$ cat src/assert_macros.svh
// Assertion macros for the converter's RTL files; the datapath includes them.
`ifndef ASSERT_MACROS_SVH
`define ASSERT_MACROS_SVH

`ifndef ASSERT_OFF
// Property that must hold at every clock edge outside reset.
`define ASSERT_PROP(lbl, clk, rst_n, prop) \
	lbl: assert property (@(posedge clk) disable iff (!rst_n) (prop)) \
		else $error("assertion failed");
// Condition that must never be seen at a clock edge outside reset.
`define ASSERT_NEVER(lbl, clk, rst_n, cond) \
	lbl: assert property (@(posedge clk) disable iff (!rst_n) !(cond)) \
		else $error("forbidden condition seen");
`else
`define ASSERT_PROP(lbl, clk, rst_n, prop)
`define ASSERT_NEVER(lbl, clk, rst_n, cond)
`endif

`endif

$ cat src/ritp_pkg.sv
// Shared types, constants and helpers of the regex infix to postfix converter.
`default_nettype none
package ritp_pkg;

	// Operator stack sizing.
	localparam int STACK_DEPTH = 16;
	localparam int CNT_W       = $clog2(STACK_DEPTH + 1);
	localparam int IDX_W       = $clog2(STACK_DEPTH);

	// Configuration port sizing and reset values.
	localparam int ADDR_W       = 4;
	localparam int DATA_W       = 32;
	localparam logic [7:0] EPSILON_RST = 8'd36;
	localparam logic [7:0] SYM_LOW_RST = 8'd97;
	localparam logic [7:0] SYM_HIGH_RST = 8'd122;

	// Special characters of the expression language.
	localparam logic [7:0] CH_PLUS  = 8'h2B;
	localparam logic [7:0] CH_DOT   = 8'h2E;
	localparam logic [7:0] CH_STAR  = 8'h2A;
	localparam logic [7:0] CH_OPEN  = 8'h28;
	localparam logic [7:0] CH_CLOSE = 8'h29;

	// Register indexes of the configuration port.
	typedef enum logic [1:0] {
		REG_EPSILON  = 2'd0,
		REG_SYM_LOW  = 2'd1,
		REG_SYM_HIGH = 2'd2
	} reg_idx_t;

	// Codes held on the operator stack; the value orders precedence.
	typedef enum logic [1:0] {
		OP_OPEN = 2'd0,
		OP_ALT  = 2'd1,
		OP_CAT  = 2'd2
	} op_t;

	// Error codes reported on the result channel.
	typedef enum logic [3:0] {
		ERR_NONE           = 4'd0,
		ERR_EMPTY          = 4'd1,
		ERR_UNMATCHED_CLOSE = 4'd2,
		ERR_EMPTY_GROUP    = 4'd3,
		ERR_BARE_STAR      = 4'd4,
		ERR_NO_LEFT        = 4'd5,
		ERR_BAD_CHAR       = 4'd6,
		ERR_UNMATCHED_OPEN = 4'd7,
		ERR_TRAILING_OP    = 4'd8,
		ERR_OVERFLOW       = 4'd9
	} err_t;

	// Source of an emitted postfix character.
	typedef enum logic {
		EMIT_CHAR = 1'b0,
		EMIT_TOP  = 1'b1
	} emit_sel_t;

	// Configuration register values.
	typedef struct packed {
		logic [7:0] epsilon_char;
		logic [7:0] symbol_low;
		logic [7:0] symbol_high;
	} cfg_t;

	// Commands from the controller to the datapath.
	typedef struct packed {
		logic      latch;
		logic      clear_expr;
		logic      set_discard;
		logic      set_seen;
		logic      emit;
		emit_sel_t emit_sel;
		logic      pop;
		logic      push;
		op_t       push_code;
		logic      grp_inc;
		logic      grp_dec;
		logic      set_want;
		logic      clr_want;
		logic      set_prev;
		logic      clr_prev;
		logic      set_err;
		err_t      err_code;
		logic      out_pend;
		logic      out_last;
		logic      out_term;
	} dp_cmd_t;

	// Status from the datapath to the controller.
	typedef struct packed {
		logic has;
		logic fin;
		logic discarding;
		logic want;
		logic prev;
		logic seen;
		logic is_sym;
		logic is_open;
		logic is_close;
		logic is_star;
		logic is_alt;
		logic is_cat;
		logic cnt_zero;
		logic full;
		op_t  top;
		logic grp_zero;
		logic pend_v;
		logic out_free;
		logic err_v;
	} dp_status_t;

	// Character written out for a stack code.
	function automatic logic [7:0] op_char(input op_t code);
		logic [7:0] ch;
		case (code)
			OP_OPEN: ch = CH_OPEN;
			OP_ALT:  ch = CH_PLUS;
			OP_CAT:  ch = CH_DOT;
			default: ch = CH_OPEN;
		endcase
		return ch;
	endfunction

endpackage
`default_nettype wire

$ cat src/regex_infix_to_postfix.sv
// Top level of the streaming regular-expression infix to postfix converter.
// Usage:
// Characters of an expression enter on the s_ stream, one per transfer: s_tdata is
// the character, s_tuser[0] says the character is valid (0 for a bare end marker)
// and s_tlast marks the end of the expression. Postfix symbols leave on the m_
// stream: m_tdata is the character, m_tuser the error code and m_tlast marks the
// final result of the expression. On a syntax error one result with character 0,
// m_tlast high and the code is sent and further characters are dropped up to
// the end of the expression; the receiver discards earlier results of it.
// Timing: one character at a time. A plain symbol passes EXEC, FIN and DONE before
// the next ready; a binary operator or ')' adds BIN or CLOSE, an implicit
// concatenation adds BIN and a second EXEC, each popped operator adds a step and
// the final character adds FLUSH; characters dropped after an error stay in IDLE.
// Each result leaves through a single output register, so a stalled receiver
// holds the sequencer only when that register is full.
// Reset clears the expression state and loads the register defaults
// (epsilon 36, symbol range 97 to 122); the stack needs no clearing pass.
// Registers at byte addresses 0, 4, 8: epsilon_char, symbol_low, symbol_high.
`default_nettype none
module regex_infix_to_postfix
	import ritp_pkg::*;
(
	input  wire logic              clk,
	input  wire logic              arst_n,
	// Input stream.
	input  wire logic              s_tvalid,
	output logic                   s_tready,
	input  wire logic [7:0]        s_tdata,   // [7:0] character
	input  wire logic              s_tuser,   // [0] has_char
	input  wire logic              s_tlast,
	// Output stream.
	output logic                   m_tvalid,
	input  wire logic              m_tready,
	output logic      [7:0]        m_tdata,   // [7:0] postfix_char
	output logic      [3:0]        m_tuser,   // [3:0] error_code
	output logic                   m_tlast,
	// Configuration port.
	input  wire logic              psel,
	input  wire logic              penable,
	input  wire logic              pwrite,
	input  wire logic [ADDR_W-1:0] paddr,
	input  wire logic [DATA_W-1:0] pwdata,
	output logic      [DATA_W-1:0] prdata,
	output logic                   pready
);

	cfg_t       cfg;
	dp_cmd_t    cmd;
	dp_status_t st;

	// Configuration registers.
	ritp_cfg u_cfg (
		.clk     (clk),
		.arst_n  (arst_n),
		.psel    (psel),
		.penable (penable),
		.pwrite  (pwrite),
		.paddr   (paddr),
		.pwdata  (pwdata),
		.prdata  (prdata),
		.pready  (pready),
		.cfg     (cfg)
	);

	// Sequencer.
	ritp_ctrl u_ctrl (
		.clk      (clk),
		.arst_n   (arst_n),
		.in_valid (s_tvalid),
		.in_last  (s_tlast),
		.in_ready (s_tready),
		.st       (st),
		.cmd      (cmd)
	);

	// Stack, flags and output stage.
	ritp_dpath u_dpath (
		.clk      (clk),
		.arst_n   (arst_n),
		.cfg      (cfg),
		.s_tdata  (s_tdata),
		.s_tuser  (s_tuser),
		.s_tlast  (s_tlast),
		.m_tdata  (m_tdata),
		.m_tuser  (m_tuser),
		.m_tlast  (m_tlast),
		.m_tvalid (m_tvalid),
		.m_tready (m_tready),
		.cmd      (cmd),
		.st       (st)
	);

endmodule
`default_nettype wire

$ cat src/ritp_cfg.sv
// Configuration register block behind the APB-style port.
`default_nettype none
module ritp_cfg
	import ritp_pkg::*;
(
	input  wire logic              clk,
	input  wire logic              arst_n,
	input  wire logic              psel,
	input  wire logic              penable,
	input  wire logic              pwrite,
	input  wire logic [ADDR_W-1:0] paddr,
	input  wire logic [DATA_W-1:0] pwdata,
	output logic      [DATA_W-1:0] prdata,
	output logic                   pready,
	output cfg_t                   cfg
);

	cfg_t     cfg_q;
	reg_idx_t idx;
	logic     wr_en;

	assign idx    = reg_idx_t'(paddr[3:2]);
	assign wr_en  = psel && penable && pwrite;
	assign pready = 1'b1;
	assign cfg    = cfg_q;

	// Register writes at the end of the access phase.
	always_ff @(posedge clk or negedge arst_n) begin
		if (!arst_n) begin
			cfg_q.epsilon_char <= EPSILON_RST;
			cfg_q.symbol_low   <= SYM_LOW_RST;
			cfg_q.symbol_high  <= SYM_HIGH_RST;
		end else if (wr_en) begin
			case (idx)
				REG_EPSILON:  cfg_q.epsilon_char <= pwdata[7:0];
				REG_SYM_LOW:  cfg_q.symbol_low   <= pwdata[7:0];
				REG_SYM_HIGH: cfg_q.symbol_high  <= pwdata[7:0];
				default: ;
			endcase
		end
	end

	// Read data, zero extended.
	always_comb begin
		case (idx)
			REG_EPSILON:  prdata = {{(DATA_W-8){1'b0}}, cfg_q.epsilon_char};
			REG_SYM_LOW:  prdata = {{(DATA_W-8){1'b0}}, cfg_q.symbol_low};
			REG_SYM_HIGH: prdata = {{(DATA_W-8){1'b0}}, cfg_q.symbol_high};
			default:      prdata = '0;
		endcase
	end

endmodule
`default_nettype wire

$ cat src/ritp_dpath.sv
// Datapath: input latch, character classes, operator stack, expression flags and output stage.
`default_nettype none
`include "assert_macros.svh"
module ritp_dpath
	import ritp_pkg::*;
(
	input  wire logic       clk,
	input  wire logic       arst_n,
	input  wire cfg_t       cfg,
	input  wire logic [7:0] s_tdata,
	input  wire logic       s_tuser,
	input  wire logic       s_tlast,
	output logic [7:0]      m_tdata,
	output logic [3:0]      m_tuser,
	output logic            m_tlast,
	output logic            m_tvalid,
	input  wire logic       m_tready,
	input  wire dp_cmd_t    cmd,
	output dp_status_t      st
);

	// Latched input item.
	logic [7:0] char_q;
	logic       has_q;
	logic       fin_q;

	// Expression state.
	op_t              op_stack_q [STACK_DEPTH];
	logic [CNT_W-1:0] cnt_q;
	logic [CNT_W-1:0] grp_q;
	logic             want_q;
	logic             prev_q;
	logic             seen_q;
	logic             discard_q;
	err_t             err_q;

	// Pending character and output register.
	logic [7:0] pend_q;
	logic       pend_v_q;
	logic [7:0] out_char_q;
	logic       out_last_q;
	err_t       out_err_q;
	logic       out_v_q;

	logic             sym;
	logic [CNT_W-1:0] top_cnt;
	logic [IDX_W-1:0] top_idx;
	logic [IDX_W-1:0] push_idx;
	op_t              top;
	logic [7:0]       emit_char;
	logic             out_load;
	logic             out_free;

	// Character classes; the symbol test has priority over operators.
	assign sym = ((char_q >= cfg.symbol_low) && (char_q <= cfg.symbol_high))
		|| (char_q == cfg.epsilon_char);

	// Top of stack read.
	assign top_cnt  = cnt_q - CNT_W'(1);
	assign top_idx  = top_cnt[IDX_W-1:0];
	assign push_idx = cnt_q[IDX_W-1:0];
	assign top      = op_stack_q[top_idx];

	assign emit_char = (cmd.emit_sel == EMIT_TOP) ? op_char(top) : char_q;
	assign out_free  = !out_v_q || m_tready;
	assign out_load  = (cmd.emit && pend_v_q) || cmd.out_pend || cmd.out_term;

	// Status towards the controller.
	always_comb begin
		st.has        = has_q;
		st.fin        = fin_q;
		st.discarding = discard_q;
		st.want       = want_q;
		st.prev       = prev_q;
		st.seen       = seen_q;
		st.is_sym     = sym;
		st.is_open    = !sym && (char_q == CH_OPEN);
		st.is_close   = !sym && (char_q == CH_CLOSE);
		st.is_star    = !sym && (char_q == CH_STAR);
		st.is_alt     = !sym && (char_q == CH_PLUS);
		st.is_cat     = !sym && (char_q == CH_DOT);
		st.cnt_zero   = (cnt_q == '0);
		st.full       = (cnt_q == CNT_W'(STACK_DEPTH));
		st.top        = top;
		st.grp_zero   = (grp_q == '0);
		st.pend_v     = pend_v_q;
		st.out_free   = out_free;
		st.err_v      = (err_q != ERR_NONE);
	end

	// Input item latch.
	always_ff @(posedge clk) begin
		if (cmd.latch) begin
			char_q <= s_tdata;
		end
	end

	// Operator stack storage.
	always_ff @(posedge clk) begin
		if (cmd.push) begin
			op_stack_q[push_idx] <= cmd.push_code;
		end
	end

	// Expression control state.
	always_ff @(posedge clk or negedge arst_n) begin
		if (!arst_n) begin
			has_q     <= 1'b0;
			fin_q     <= 1'b0;
			cnt_q     <= '0;
			grp_q     <= '0;
			want_q    <= 1'b1;
			prev_q    <= 1'b0;
			seen_q    <= 1'b0;
			discard_q <= 1'b0;
			err_q     <= ERR_NONE;
		end else if (cmd.clear_expr) begin
			cnt_q     <= '0;
			grp_q     <= '0;
			want_q    <= 1'b1;
			prev_q    <= 1'b0;
			seen_q    <= 1'b0;
			discard_q <= 1'b0;
			err_q     <= ERR_NONE;
		end else begin
			if (cmd.latch) begin
				has_q <= s_tuser;
				fin_q <= s_tlast;
				err_q <= ERR_NONE;
			end
			if (cmd.set_err) begin
				err_q <= cmd.err_code;
			end
			if (cmd.set_discard) begin
				discard_q <= 1'b1;
			end
			if (cmd.set_seen) begin
				seen_q <= 1'b1;
			end
			if (cmd.push) begin
				cnt_q <= cnt_q + CNT_W'(1);
			end else if (cmd.pop) begin
				cnt_q <= top_cnt;
			end
			if (cmd.grp_inc) begin
				grp_q <= grp_q + CNT_W'(1);
			end else if (cmd.grp_dec) begin
				grp_q <= grp_q - CNT_W'(1);
			end
			if (cmd.set_want) begin
				want_q <= 1'b1;
			end else if (cmd.clr_want) begin
				want_q <= 1'b0;
			end
			if (cmd.set_prev) begin
				prev_q <= 1'b1;
			end else if (cmd.clr_prev) begin
				prev_q <= 1'b0;
			end
		end
	end

	// Pending character: holds the latest emission until it is known
	// whether it closes the expression.
	always_ff @(posedge clk or negedge arst_n) begin
		if (!arst_n) begin
			pend_v_q <= 1'b0;
		end else if (cmd.emit) begin
			pend_v_q <= 1'b1;
		end else if (cmd.out_pend) begin
			pend_v_q <= 1'b0;
		end
	end

	always_ff @(posedge clk) begin
		if (cmd.emit) begin
			pend_q <= emit_char;
		end
	end

	// Output register valid.
	always_ff @(posedge clk or negedge arst_n) begin
		if (!arst_n) begin
			out_v_q <= 1'b0;
		end else if (out_load) begin
			out_v_q <= 1'b1;
		end else if (m_tready) begin
			out_v_q <= 1'b0;
		end
	end

	// Output register payload.
	always_ff @(posedge clk) begin
		if (out_load) begin
			if (cmd.out_term) begin
				out_char_q <= 8'd0;
				out_last_q <= 1'b1;
				out_err_q  <= err_q;
			end else begin
				out_char_q <= pend_q;
				out_last_q <= cmd.out_pend && cmd.out_last;
				out_err_q  <= ERR_NONE;
			end
		end
	end

	assign m_tdata  = out_char_q;
	assign m_tuser  = out_err_q;
	assign m_tlast  = out_last_q;
	assign m_tvalid = out_v_q;

	// Every open group keeps its '(' on the stack.
	`ASSERT_NEVER(a_grp_le_cnt, clk, arst_n, grp_q > cnt_q)
	// A held result is never overwritten.
	`ASSERT_PROP(a_no_overwrite, clk, arst_n, (out_v_q && !m_tready) |-> !out_load)
	// The terminating result never overtakes a pending character.
	`ASSERT_NEVER(a_term_after_pend, clk, arst_n, cmd.out_term && pend_v_q)
	// A pop is only commanded on a non-empty stack.
	`ASSERT_NEVER(a_pop_empty, clk, arst_n, cmd.pop && (cnt_q == '0))

endmodule
`default_nettype wire

$ cat src/ritp_ctrl.sv
// Controller state machine sequencing one expression character at a time.
`default_nettype none
module ritp_ctrl
	import ritp_pkg::*;
(
	input  wire logic       clk,
	input  wire logic       arst_n,
	input  wire logic       in_valid,
	input  wire logic       in_last,
	output logic            in_ready,
	input  wire dp_status_t st,
	output dp_cmd_t         cmd
);

	typedef enum logic [2:0] {
		ST_IDLE,
		ST_EXEC,
		ST_BIN,
		ST_CLOSE,
		ST_FIN,
		ST_FLUSH,
		ST_DONE
	} state_t;

	state_t state_q;
	state_t state_d;
	op_t    code_q;
	op_t    code_d;

	assign in_ready = (state_q == ST_IDLE);

	// State and the code of the binary operator being pushed.
	always_ff @(posedge clk or negedge arst_n) begin
		if (!arst_n) begin
			state_q <= ST_IDLE;
			code_q  <= OP_CAT;
		end else begin
			state_q <= state_d;
			code_q  <= code_d;
		end
	end

	// Next state and datapath commands.
	always_comb begin
		cmd     = '0;
		state_d = state_q;
		code_d  = code_q;
		case (state_q)
			ST_IDLE: begin
				if (in_valid) begin
					if (st.discarding) begin
						cmd.clear_expr = in_last;
					end else begin
						cmd.latch = 1'b1;
						state_d   = ST_EXEC;
					end
				end
			end

			ST_EXEC: begin
				if (st.out_free) begin
					if (!st.has) begin
						state_d = ST_FIN;
					end else begin
						cmd.set_seen = 1'b1;
						state_d      = ST_DONE;
						if (st.is_sym || st.is_open) begin
							if (st.prev) begin
								code_d  = OP_CAT;
								state_d = ST_BIN;
							end else if (st.is_sym) begin
								cmd.emit     = 1'b1;
								cmd.emit_sel = EMIT_CHAR;
								cmd.clr_want = 1'b1;
								cmd.set_prev = 1'b1;
								state_d      = ST_FIN;
							end else if (st.full) begin
								cmd.set_err  = 1'b1;
								cmd.err_code = ERR_OVERFLOW;
							end else begin
								cmd.push      = 1'b1;
								cmd.push_code = OP_OPEN;
								cmd.grp_inc   = 1'b1;
								cmd.set_want  = 1'b1;
								cmd.clr_prev  = 1'b1;
								state_d       = ST_FIN;
							end
						end else if (st.is_close) begin
							if (st.grp_zero) begin
								cmd.set_err  = 1'b1;
								cmd.err_code = ERR_UNMATCHED_CLOSE;
							end else if (st.want) begin
								cmd.set_err  = 1'b1;
								cmd.err_code = ERR_EMPTY_GROUP;
							end else begin
								state_d = ST_CLOSE;
							end
						end else if (st.is_star) begin
							if (st.want) begin
								cmd.set_err  = 1'b1;
								cmd.err_code = ERR_BARE_STAR;
							end else begin
								cmd.emit     = 1'b1;
								cmd.emit_sel = EMIT_CHAR;
								cmd.set_prev = 1'b1;
								state_d      = ST_FIN;
							end
						end else if (st.is_alt || st.is_cat) begin
							if (st.want) begin
								cmd.set_err  = 1'b1;
								cmd.err_code = ERR_NO_LEFT;
							end else begin
								code_d  = st.is_alt ? OP_ALT : OP_CAT;
								state_d = ST_BIN;
							end
						end else begin
							cmd.set_err  = 1'b1;
							cmd.err_code = ERR_BAD_CHAR;
						end
					end
				end
			end

			// Pop operators of equal or higher precedence, then push; a full stack is an overflow.
			ST_BIN: begin
				if (st.out_free) begin
					if (!st.cnt_zero && (st.top != OP_OPEN) && (st.top >= code_q)) begin
						cmd.emit     = 1'b1;
						cmd.emit_sel = EMIT_TOP;
						cmd.pop      = 1'b1;
					end else if (st.full) begin
						cmd.set_err  = 1'b1;
						cmd.err_code = ERR_OVERFLOW;
						state_d      = ST_DONE;
					end else begin
						cmd.push      = 1'b1;
						cmd.push_code = code_q;
						cmd.clr_prev  = 1'b1;
						if (st.is_sym || st.is_open) begin
							// Implicit concatenation done; now the operand itself.
							state_d = ST_EXEC;
						end else begin
							cmd.set_want = 1'b1;
							state_d      = ST_FIN;
						end
					end
				end
			end

			// Pop down to the matching '(' and drop it.
			ST_CLOSE: begin
				if (st.out_free) begin
					if (!st.cnt_zero && (st.top != OP_OPEN)) begin
						cmd.emit     = 1'b1;
						cmd.emit_sel = EMIT_TOP;
						cmd.pop      = 1'b1;
					end else begin
						cmd.pop      = !st.cnt_zero;
						cmd.grp_dec  = 1'b1;
						cmd.clr_want = 1'b1;
						cmd.set_prev = 1'b1;
						state_d      = ST_FIN;
					end
				end
			end

			// End-of-expression checks.
			ST_FIN: begin
				state_d = ST_DONE;
				if (st.fin) begin
					if (!st.seen) begin
						cmd.set_err  = 1'b1;
						cmd.err_code = ERR_EMPTY;
					end else if (!st.grp_zero) begin
						cmd.set_err  = 1'b1;
						cmd.err_code = ERR_UNMATCHED_OPEN;
					end else if (st.want) begin
						cmd.set_err  = 1'b1;
						cmd.err_code = ERR_TRAILING_OP;
					end else begin
						state_d = ST_FLUSH;
					end
				end
			end

			ST_FLUSH: begin
				if (st.out_free) begin
					if (!st.cnt_zero) begin
						cmd.emit     = 1'b1;
						cmd.emit_sel = EMIT_TOP;
						cmd.pop      = 1'b1;
					end else begin
						state_d = ST_DONE;
					end
				end
			end

			// Send the pending character, then any terminating result.
			ST_DONE: begin
				if (st.out_free) begin
					if (st.pend_v) begin
						cmd.out_pend = 1'b1;
						cmd.out_last = st.fin && !st.err_v;
						if (!st.err_v) begin
							cmd.clear_expr = st.fin;
							state_d        = ST_IDLE;
						end
					end else if (st.err_v || st.fin) begin
						cmd.out_term    = 1'b1;
						cmd.clear_expr  = st.fin;
						cmd.set_discard = !st.fin;
						state_d         = ST_IDLE;
					end else begin
						state_d = ST_IDLE;
					end
				end
			end

			default: begin
				state_d = ST_IDLE;
			end
		endcase
	end

endmodule
`default_nettype wire

$ cat config.mk
export PLATFORM = sky130hd
export DESIGN_NAME = regex_infix_to_postfix
export DESIGN_NICKNAME = d
export VERILOG_FILES = /design/src/ritp_pkg.sv /design/src/regex_infix_to_postfix.sv /design/src/ritp_cfg.sv /design/src/ritp_dpath.sv /design/src/ritp_ctrl.sv
export VERILOG_INCLUDE_DIRS = /design/src /design/src/src
export SDC_FILE = /design/constraint.sdc
export NUM_CORES = 1
export LEC_CHECK = 0
export BUFFER_PORTS_ARGS = -buffer_cell sky130_fd_sc_hd__buf_4
export CAP_MARGIN = 20
export CORE_MARGIN = 2
export CORE_UTILIZATION = 55
export CTS_BUF_LIST = sky130_fd_sc_hd__clkbuf_16
export DETAILED_ROUTE_END_ITERATION = 7
export GPL_ROUTABILITY_DRIVEN = 0
export GPL_TIMING_DRIVEN = 0
export PLACE_DENSITY = 0.76
export SLEW_MARGIN = 20
export SYNTH_ARGS = -nofsm -noshare
export SYNTH_HDL_FRONTEND = slang
export SYNTH_SLANG_ARGS = --single-unit
$ cat constraint.sdc
create_clock -name clk -period 7.1 [get_ports clk]
set_input_delay 0.71 -clock clk [delete_from_list [all_inputs] [get_ports clk]]
set_output_delay 0.71 -clock clk [all_outputs]
set_load 0.02 [all_outputs]
==> results of run 1 <==
[how the worst min path moves through the flow]
| stage | start | to | depth (start not counted) |
|---|---|---|---|
| 5_1_grt | arst_n | u_cfg.cfg[9]$_DFFE_PN0P_ | 1 |
| 2_1_floorplan | arst_n | u_cfg.cfg[0]$_DFFE_PN0P_ | 0 |
| 4_1_cts | arst_n | u_cfg.cfg[9]$_DFFE_PN0P_ | 1 |
| 6_report | arst_n | u_cfg.cfg[9]$_DFFE_PN0P_ | 1 |
| 3_3_place_gp | u_dpath.err_q[0]$_DFFE_PN0P_ | u_dpath.err_q[0]$_DFFE_PN0P_ | 1 |
| 3_5_place_dp | u_dpath.err_q[1]$_DFFE_PN0P_ | u_dpath.err_q[1]$_DFFE_PN0P_ | 1 |
[power by group]
| part | switching, uW | internal [uW] |
|---|---|---|
| Combinational | 740 | 525 |
| Clock | 254 | 249 |
| Sequential | 105 | 906 |
[cell type report]
class | count | area share (%)
inverter | 26 | 1.341
timing repair buffer | 49 | 5.054
tap | 143 | 2.458
sequential | 112 | 42.91
multi-input combinational | 401 | 40.14
buffer | 49 | 4.023
clock buffer | 9 | 3.094
clock inverter | 7 | 0.9799
[worst reg2reg max path: stages (launching register included)]
cell	delay, ps
dfrtp_1	380
clkbuf_1	450
clkbuf_1	430
inv_1	160
ha_1	310
buf_1	430
mux4_2	430
mux4_2	550
inv_1	140
ha_1	230
nand2b_1	130
a21oi_1	310
o21bai_1	100
a31o_2	240
buf_2	180
nand2_1	310
nand2_1	360
a2bb2oi_2	350
[routing by layer]
metal	global-route usage (%)	vias to the layer above	wire length [um]	part of all wire (%)
li1	-	2192	-	-
met4	7.078	0	259	1.9
met2	38.33	163	6740	50
met3	5.686	30	675	5.0
met5	0	-	0	0
met1	29.61	2220	5916	44
[state kept, by name, summed over array words and instances (netlist names), 2 cells and up]
signal	cells
u_dpath.grp_q	5
u_ctrl.state_q	3
u_ctrl.code_q	2
u_cfg.cfg	24
u_dpath.char_q	8
u_dpath.err_q	4
u_dpath.pend_q	8
u_dpath.op_stack_q	32
u_dpath.cnt_q	5
u_dpath.m_tdata	8
u_dpath.m_tuser	4
[stage by stage]
step                utilization (%)  instances  total power, uW  instance area (um^2)  hold slack, ps
floorplan                         -        588             1915                  6421           414.4
global placement              61.55        780             2221                  6968           486.6
detailed placement            61.62        780             2268                  6975           504.5
CTS                           64.24        796             2778                  7272           399.5
global route                  64.29        796             2962                  7278           429.9
finish                        64.29        796             2779                  7278           381.9
[logic make-up after synthesis]
group                    after synthesis  share of synthesized area [%]
buffers and inverters                 75                          6.162
AND/OR/NAND/NOR                      175                          15.09
flip-flops                           112                          49.30
XOR/XNOR                              13                          1.797
adder cells (fa/ha/maj)               30                          6.044
multiplexers                          49                          10.17
other                                  2                         0.1186
AO/OA/AOI/OAI                        109                          11.32
[layout by cell type, fill, tap and decap left out, drive strengths merged, types with 6 or more instances in the layout]
cell | synthesis | final
a21oi | 31 | 31
and2 | 6 | 6
and3 | 19 | 19
buf | 37 | 86
clkbuf | 12 | 21
conb | 2 | 25
dfrtp | 39 | 39
dfstp | 12 | 12
edfxtp | 61 | 61
ha | 29 | 29
inv | 26 | 30
mux2 | 23 | 23
mux2i | 16 | 16
mux4 | 10 | 10
nand2 | 54 | 54
nand2b | 7 | 7
nand3 | 9 | 9
nor2 | 29 | 29
nor2b | 12 | 12
nor3 | 12 | 12
nor4 | 6 | 6
o21ai | 29 | 29
xor2 | 9 | 9
==> Implementation_results.wiki, run 1 <==
{| class="wikitable"
! Metric !! Value
|-
| Fin nets || 731
|-
| Type of the worst min-delay path || input port to async pin
|-
| Transition at the pin with the smallest max-transition slack || 953.2 ps
|-
| Length in cells of the worst reg-to-reg path || 17
|-
| Post-detailed-route via-to-cell ratio || 5.785
|-
| VDD IR-drop max || 0.3101 mV
|-
| Routed len/inst || 17.07 um
|-
| Starting utilization of the core area || 55.96%
|-
| Num CTS Buffers || 9
|-
| Number of antenna violations at the first check in global routing || 0
|-
| Critical register-to-register path startpoint || u_dpath.cnt_q[0]$_DFFE_PN0P_
|-
| Termination of the worst setup path || u_dpath.m_tdata[6]$_SDFFCE_PP0P_
|-
| Overflow after GRT || 0
|-
| TritonCTS clock tree || done
|-
| Maximum achievable frequency || 0.1721 GHz
|-
| Die height || 111.3 um
|-
| Shortest period the worst path allows || 5811 ps
|-
| Period utilisation layout || 81.84%
|-
| Global-route total usage across every layer || 22.87%
|-
| Level count of the clock H-tree || 3
|-
| Sequential cell area in the final layout || 3123 um^2
|-
| Top Ports || 101
|-
| Source-to-sink clock delay at the later pin of the worst-skew pair || 370 ps
|-
| Total routed wirelength || 13.59 mm
|-
| Worst path cell trace || clkbuf_1, clkbuf_1, inv_1, ha_1, buf_1, mux4_2, mux4_2, inv_1, ha_1, nand2b_1, a21oi_1, o21bai_1, a31o_2, buf_2, nand2_1, nand2_1, a2bb2oi_2
|-
| 1st-iter DRT viols || 288
|-
| Vias in the first global route || 4526
|-
| Average instance area after synthesis || 11.21 um^2
|-
| Number of enable-type register cells in the synthesized netlist || 61
|-
| Max transition margin || 36.22%
|-
| CTS hold repair buffers || 0
|-
| Crit path DAT || 5870 ps
|-
| Synth-to-Final Area Change || 14.89%
|-
| Fraction of synthesized cell area taken by the top area cell type || 28.92%
|-
| Start point of the critical path || u_dpath.cnt_q[0]$_DFFE_PN0P_
|-
| Power density over the cells || 381.9 nW/um^2
|-
| First-pass GRT wire length || 22.58 mm
|-
| Most used standard cell by instance count after synthesis || edfxtp_1
|-
| Gates resized, CTS repair || 0
|-
| Multi-input gate area || 2922 um^2
|-
| Ratio of cells with drive above 1 in the final layout || 25.11%
|-
| Final worst slack || 1289 ps
|-
| CP peak stage delay || 550 ps
|-
| Worst Setup Path Type || flip-flop to flip-flop
|-
| Pre-CTS setup slack || 789.7 ps
|-
| Cell family with most CP delay || buffers and inverters
|-
| Number of I/O port buffers || 49
|-
| Maximum buffer depth of the clock tree || 2
|-
| Top cell type by total area after synthesis || edfxtp_1
|-
| Sequential fraction of the synthesis area || 49.30%
|-
| Die outline area || 12390 um^2
|-
| Post-CTS repair timing setup buffer count || 0
|-
| Max Slew Vio Count || 0
|-
| Data required time of the critical path || 7160 ps
|-
| Type of element capturing the critical path || flip-flop
|-
| Fillers || 890
|-
| Die W || 111.3 um
|-
| Static leakage || 0.003114 uW
|-
| Top cells by area, synth || edfxtp_1 (29%), dfrtp_1 (15%), ha_1 (5.7%)
|-
| Pin count of the biggest net entering global routing || 52
|-
| Root buffer cell || clkbuf_16
|-
| Status || complete, no violations
|-
| Worst clock skew || 6.056 ps
|-
| Post-detailed-placement half-perimeter wirelength || 9.906 mm
|-
| Number of gates on the worst path with buffers counted || 17
|-
| TNS Setup || 0 ps
|-
| Unrepaired setup endpoints after global routing || false
|-
| Number of hold violations in the final report || 0
|-
| Reg-to-Reg End || u_dpath.m_tdata[6]$_SDFFCE_PP0P_
|-
| Register-to-register setup slack || 1290 ps
|-
| Max-Cap Viols || 0
|-
| Synthesized area || 6335 um^2
|-
| Placement Rows || 39
|-
| Yosys reg bits || 112
|-
| Highest net fanout along the worst path || 13
|-
| Buffers and inverters on the worst path || 6
|-
| Via total after detailed routing || 4605
|-
| Yosys cell types || 71
|-
| Number of setup violations in the final report || 0
|-
| Synthesized netlist cell count || 565
|-
| Number of optimization iterations in the first detailed-route pass || 6
|-
| Floorplan Core Area || 11320 um^2
|-
| Count of nets left with antenna violations after detail routing || 0
|-
| Most used DFF post-synth || edfxtp_1
|-
| Fraction of registers with async set or reset after synthesis || 45.54%
|-
| Clock slew at the register clock pins of the worst setup and hold paths || 70 ps
|-
| Syn. warnings || 0
|-
| Critical Path Start Type || flip-flop
|-
| DRC violation count after routing || 0
|-
| Antenna cells || 0
|-
| Commonest cells post-synth || edfxtp_1 (61), nand2_1 (51), dfrtp_1 (39)
|-
| Cell with the largest stage delay on the worst path || mux4_2
|-
| Number of sinks handled by clock tree synthesis || 112
|}
No activity file was read; power rests on OpenSTA's default activity.
==> inputs of run 2 (changes only) <==
- ABC_AREA: unset -> 1
- clock period: 7.1 -> 5.6 ns (I/O delays scaled with it)
==> run 2 against run 1 <==
Worst hold slack got worse by 160 ps. Combinational power grew 48%. Cell count grew 22%. Sequential share of layout area decreased by 0.62 points. Die area is 1.5% higher. Core utilization is 0.38 points higher. Synthesized area rose by 1.6%. Routed wire length is 2.8% higher. Clock power up 36%. Non-clock buffer count shrank 11. Critical path type unchanged. Synthesized cell count rose by 31%.
==> Implementation_results.wiki, run 2 <==
{| class="wikitable"
! Metric !! Value
|-
| Num CTS Buffers || 9
|-
| Starting utilization of the core area || 56.36%
|-
| First-pass GRT wire length || 23.56 mm
|-
| Via total after detailed routing || 5118
|-
| Type of the worst min-delay path || input port to async pin
|-
| Ratio of cells with drive above 1 in the final layout || 17.63%
|-
| Die W || 112.2 um
|-
| CP peak stage delay || 890 ps
|-
| Synthesized area || 6435 um^2
|-
| Post-place instance area || 7068 um^2
|-
| Shortest period the worst path allows || 5114 ps
|-
| Number of I/O port buffers || 49
|-
| Power density over the cells || 522.4 nW/um^2
|-
| Most common cell after layout, fill and taps aside || nand2_1
|-
| Routed len/inst || 14.38 um
|-
| 1st-iter DRT viols || 367
|-
| Type of element capturing the critical path || flip-flop
|-
| Maximum buffer depth of the clock tree || 2
|-
| Combinational share of power || 48.7%
|-
| Syn. warnings || 0
|-
| Level count of the clock H-tree || 3
|-
| Switching power || 1709 uW
|-
| TNS Setup || 0 ps
|-
| Worst Setup Path Type || flip-flop to flip-flop
|-
| Status || complete, no violations
|-
| Fraction of registers with async set or reset after synthesis || 45.54%
|-
| Top Ports || 101
|-
| Overflow after GRT || 0
|-
| Max-Cap Viols || 0
|-
| Synth-to-Final Area Change || 14.76%
|-
| Flip-flop count of the largest register, all copies and words added || 32
|-
| Top cells by area, synth || edfxtp_1 (28%), dfrtp_1 (15%), nand2_1 (9.3%)
|-
| Post-CTS repair timing setup buffer count || 0
|-
| Number of hold violations in the final report || 0
|-
| Design Area, Final || 7385 um^2
|-
| Yosys cell types || 49
|-
| Vias in the first global route || 5036
|-
| Pre-CTS setup slack || 541.3 ps
|-
| Worst path cell trace || clkbuf_1, inv_1, clkbuf_1, ha_1, clkbuf_1, inv_1, o21ai_0, o22ai_1, o211ai_1, nand2_1, inv_1, ha_1, o21ai_0, nand2_1, nand3_1, nand4_2, nor2_1
|-
| Unrepaired setup endpoints after global routing || false
|-
| Switch share || 44.30%
|-
| Sequential cell area in the final layout || 3123 um^2
|-
| Die height || 112.2 um
|-
| Pin count of the biggest net entering global routing || 52
|-
| Post-detailed-route via-to-cell ratio || 5.271
|-
| Static leakage || 0.003455 uW
|-
| CTS hold repair buffers || 0
|-
| Transition at the pin with the smallest max-transition slack || 1093 ps
|-
| Number of sinks handled by clock tree synthesis || 112
|-
| Final Util || 64.67%
|-
| Max transition margin || 26.88%
|-
| Source-to-sink clock delay at the later pin of the worst-skew pair || 360 ps
|-
| Clock group share of total power || 17.8%
|-
| Overall power consumption || 3857 uW
|-
| Final worst slack || 486.2 ps
|-
| Crit path DAT || 5140 ps
|-
| Worst clock skew || 11.13 ps
|-
| Cell with the largest stage delay on the worst path || nor2_1
|-
| Number of enable-type register cells in the synthesized netlist || 61
|-
| Most used DFF post-synth || edfxtp_1
|-
| Period utilisation layout || 91.32%
|-
| Fin nets || 906
|-
| Commonest cells post-synth || nand2_1 (159), inv_1 (105), nor2_1 (71)
|-
| DRC violation count after routing || 0
|-
| Synthesized netlist cell count || 740
|-
| Total routed wirelength || 13.97 mm
|-
| Number of setup violations in the final report || 0
|-
| Critical Path Start Type || flip-flop
|-
| Antenna cells || 0
|-
| Max Slew Vio Count || 0
|-
| TritonCTS clock tree || done
|-
| Commonest non-fill, non-tap cells in the layout || nand2_1 (159), inv_1 (105), buf_4 (76), nor2_1 (71)
|-
| Placement Rows || 39
|-
| Number of optimization iterations in the first detailed-route pass || 5
|-
| Most used standard cell by instance count after synthesis || nand2_1
|-
| Most flop-heavy register || u_dpath.op_stack_q
|-
| Gates resized, CTS repair || 0
|-
| Maximum achievable frequency || 0.1956 GHz
|-
| Internal power component || 2149 uW
|-
| Data required time of the critical path || 5620 ps
|-
| Yosys reg bits || 112
|-
| Global-route total usage across every layer || 23.26%
|-
| Root buffer cell || clkbuf_16
|-
| Die outline area || 12580 um^2
|-
| Count of nets left with antenna violations after detail routing || 0
|-
| Multi-input gate area || 2720 um^2
|-
| Sequential fraction of the synthesis area || 48.53%
|-
| Average instance area after synthesis || 8.696 um^2
|-
| VDD IR-drop max || 0.3935 mV
|-
| Top cell type by total area after synthesis || edfxtp_1
|-
| Highest net fanout along the worst path || 16
|-
| Post-detailed-placement half-perimeter wirelength || 10.49 mm
|-
| Floorplan Core Area || 11420 um^2
|-
| Fraction of synthesized cell area taken by the top area cell type || 28.47%
|-
| Number of antenna violations at the first check in global routing || 0
|-
| Sequential fraction of design power || 33.6%
|-
| Fillers || 945
|-
| Clock slew at the register clock pins of the worst setup and hold paths || 80 ps
|}
[run 2: changes by cell type in the layout (fill, tap and decap cells not counted), moves of 10 or more]
cell      delta
mux2i_1     -16
nor2b_1     -12
nand2_1    +108
and3_1      -18
mux4_2      -10
nor2_1      +43
nand4_1     +14
mux2_2      -23
a21oi_1     -12
inv_1       +79
nand3_1     +15
o221ai_1    +11
o21ai_0     +33
[run 2: final timing paths]
path                                              start                                  to  slack (ps)  cells after the start
max                        u_dpath.cnt_q[0]$_DFFE_PN0P_  u_dpath.op_stack_q[1][1]$_DFFE_PP_         490                     17
min                                              arst_n            u_cfg.cfg[0]$_DFFE_PN0P_         230                      1
max reg2reg                u_dpath.cnt_q[0]$_DFFE_PN0P_  u_dpath.op_stack_q[1][1]$_DFFE_PP_         490                     17
min reg2reg                   u_cfg.cfg[15]$_DFFE_PN0P_           u_cfg.cfg[15]$_DFFE_PN0P_         490                      2
max in group asynchronous                        arst_n        u_dpath.err_q[2]$_DFFE_PN0P_        4910                      1
min in group clk                             s_tdata[4]         u_dpath.char_q[4]$_DFFE_PP_         370                      1
[run 2: logic make-up (layout without fill, tap and decap cells)]
kind of cell | Yosys count | after routing | synth area share [%]
buffers and inverters | 151 | 216 | 10.54
DFF | 112 | 112 | 48.53
adders and majority gates | 30 | 30 | 5.950
xor gates and xnor gates | 12 | 12 | 1.633
other | 2 | 25 | 0.1167
and+or+nand+nor | 317 | 317 | 22.54
AOI/OAI and AO/OA | 116 | 116 | 10.69
[run 2: metrics by stage]
step / instances / hold slack [ps]
floorplan: 763 / 264.4
global placement: 955 / 469.9
detailed placement: 955 / 474.5
CTS: 971 / 251.6
global route: 971 / 284.2
finish: 971 / 225.5
[run 2: layer usage]
metal | GRT usage (%) | share of wire (%) | vias up
met5 | 0 | 0 | -
met4 | 8.862 | 1.9 | 0
met3 | 3.456 | 6.6 | 24
met2 | 37.35 | 46 | 209
met1 | 32.31 | 45 | 2321
li1 | - | - | 2564
[run 2: cell type report]
class / count / share of cell area [%]
clock inverter: 7 / 1.237
inverter: 113 / 5.744
clock buffer: 9 / 3.050
multi-input combinational: 500 / 36.83
tap: 143 / 2.423
timing repair buffer: 49 / 4.981
sequential: 112 / 42.29
buffer: 38 / 3.440
[run 2: critical path, delay by kind of cell, from the launching register on]
family                     cells  cell delay, ps
AOI/OAI and AO/OA              4             690
adders and majority gates      2             630
buffers and inverters          6            1400
DFF                            1             410
and+or+nand+nor                5            1640
[run 2: power by group through the flow]
stage          clock network, uW  logic (uW)  registers (uW)
4_1_cts                      697        1860            1290
5_1_grt                      727        2120            1320
6_report                     685        1880            1290
2_1_floorplan                  0        1300            1330
3_5_place_dp                   0        1850            1310
3_3_place_gp                   0        1780            1300
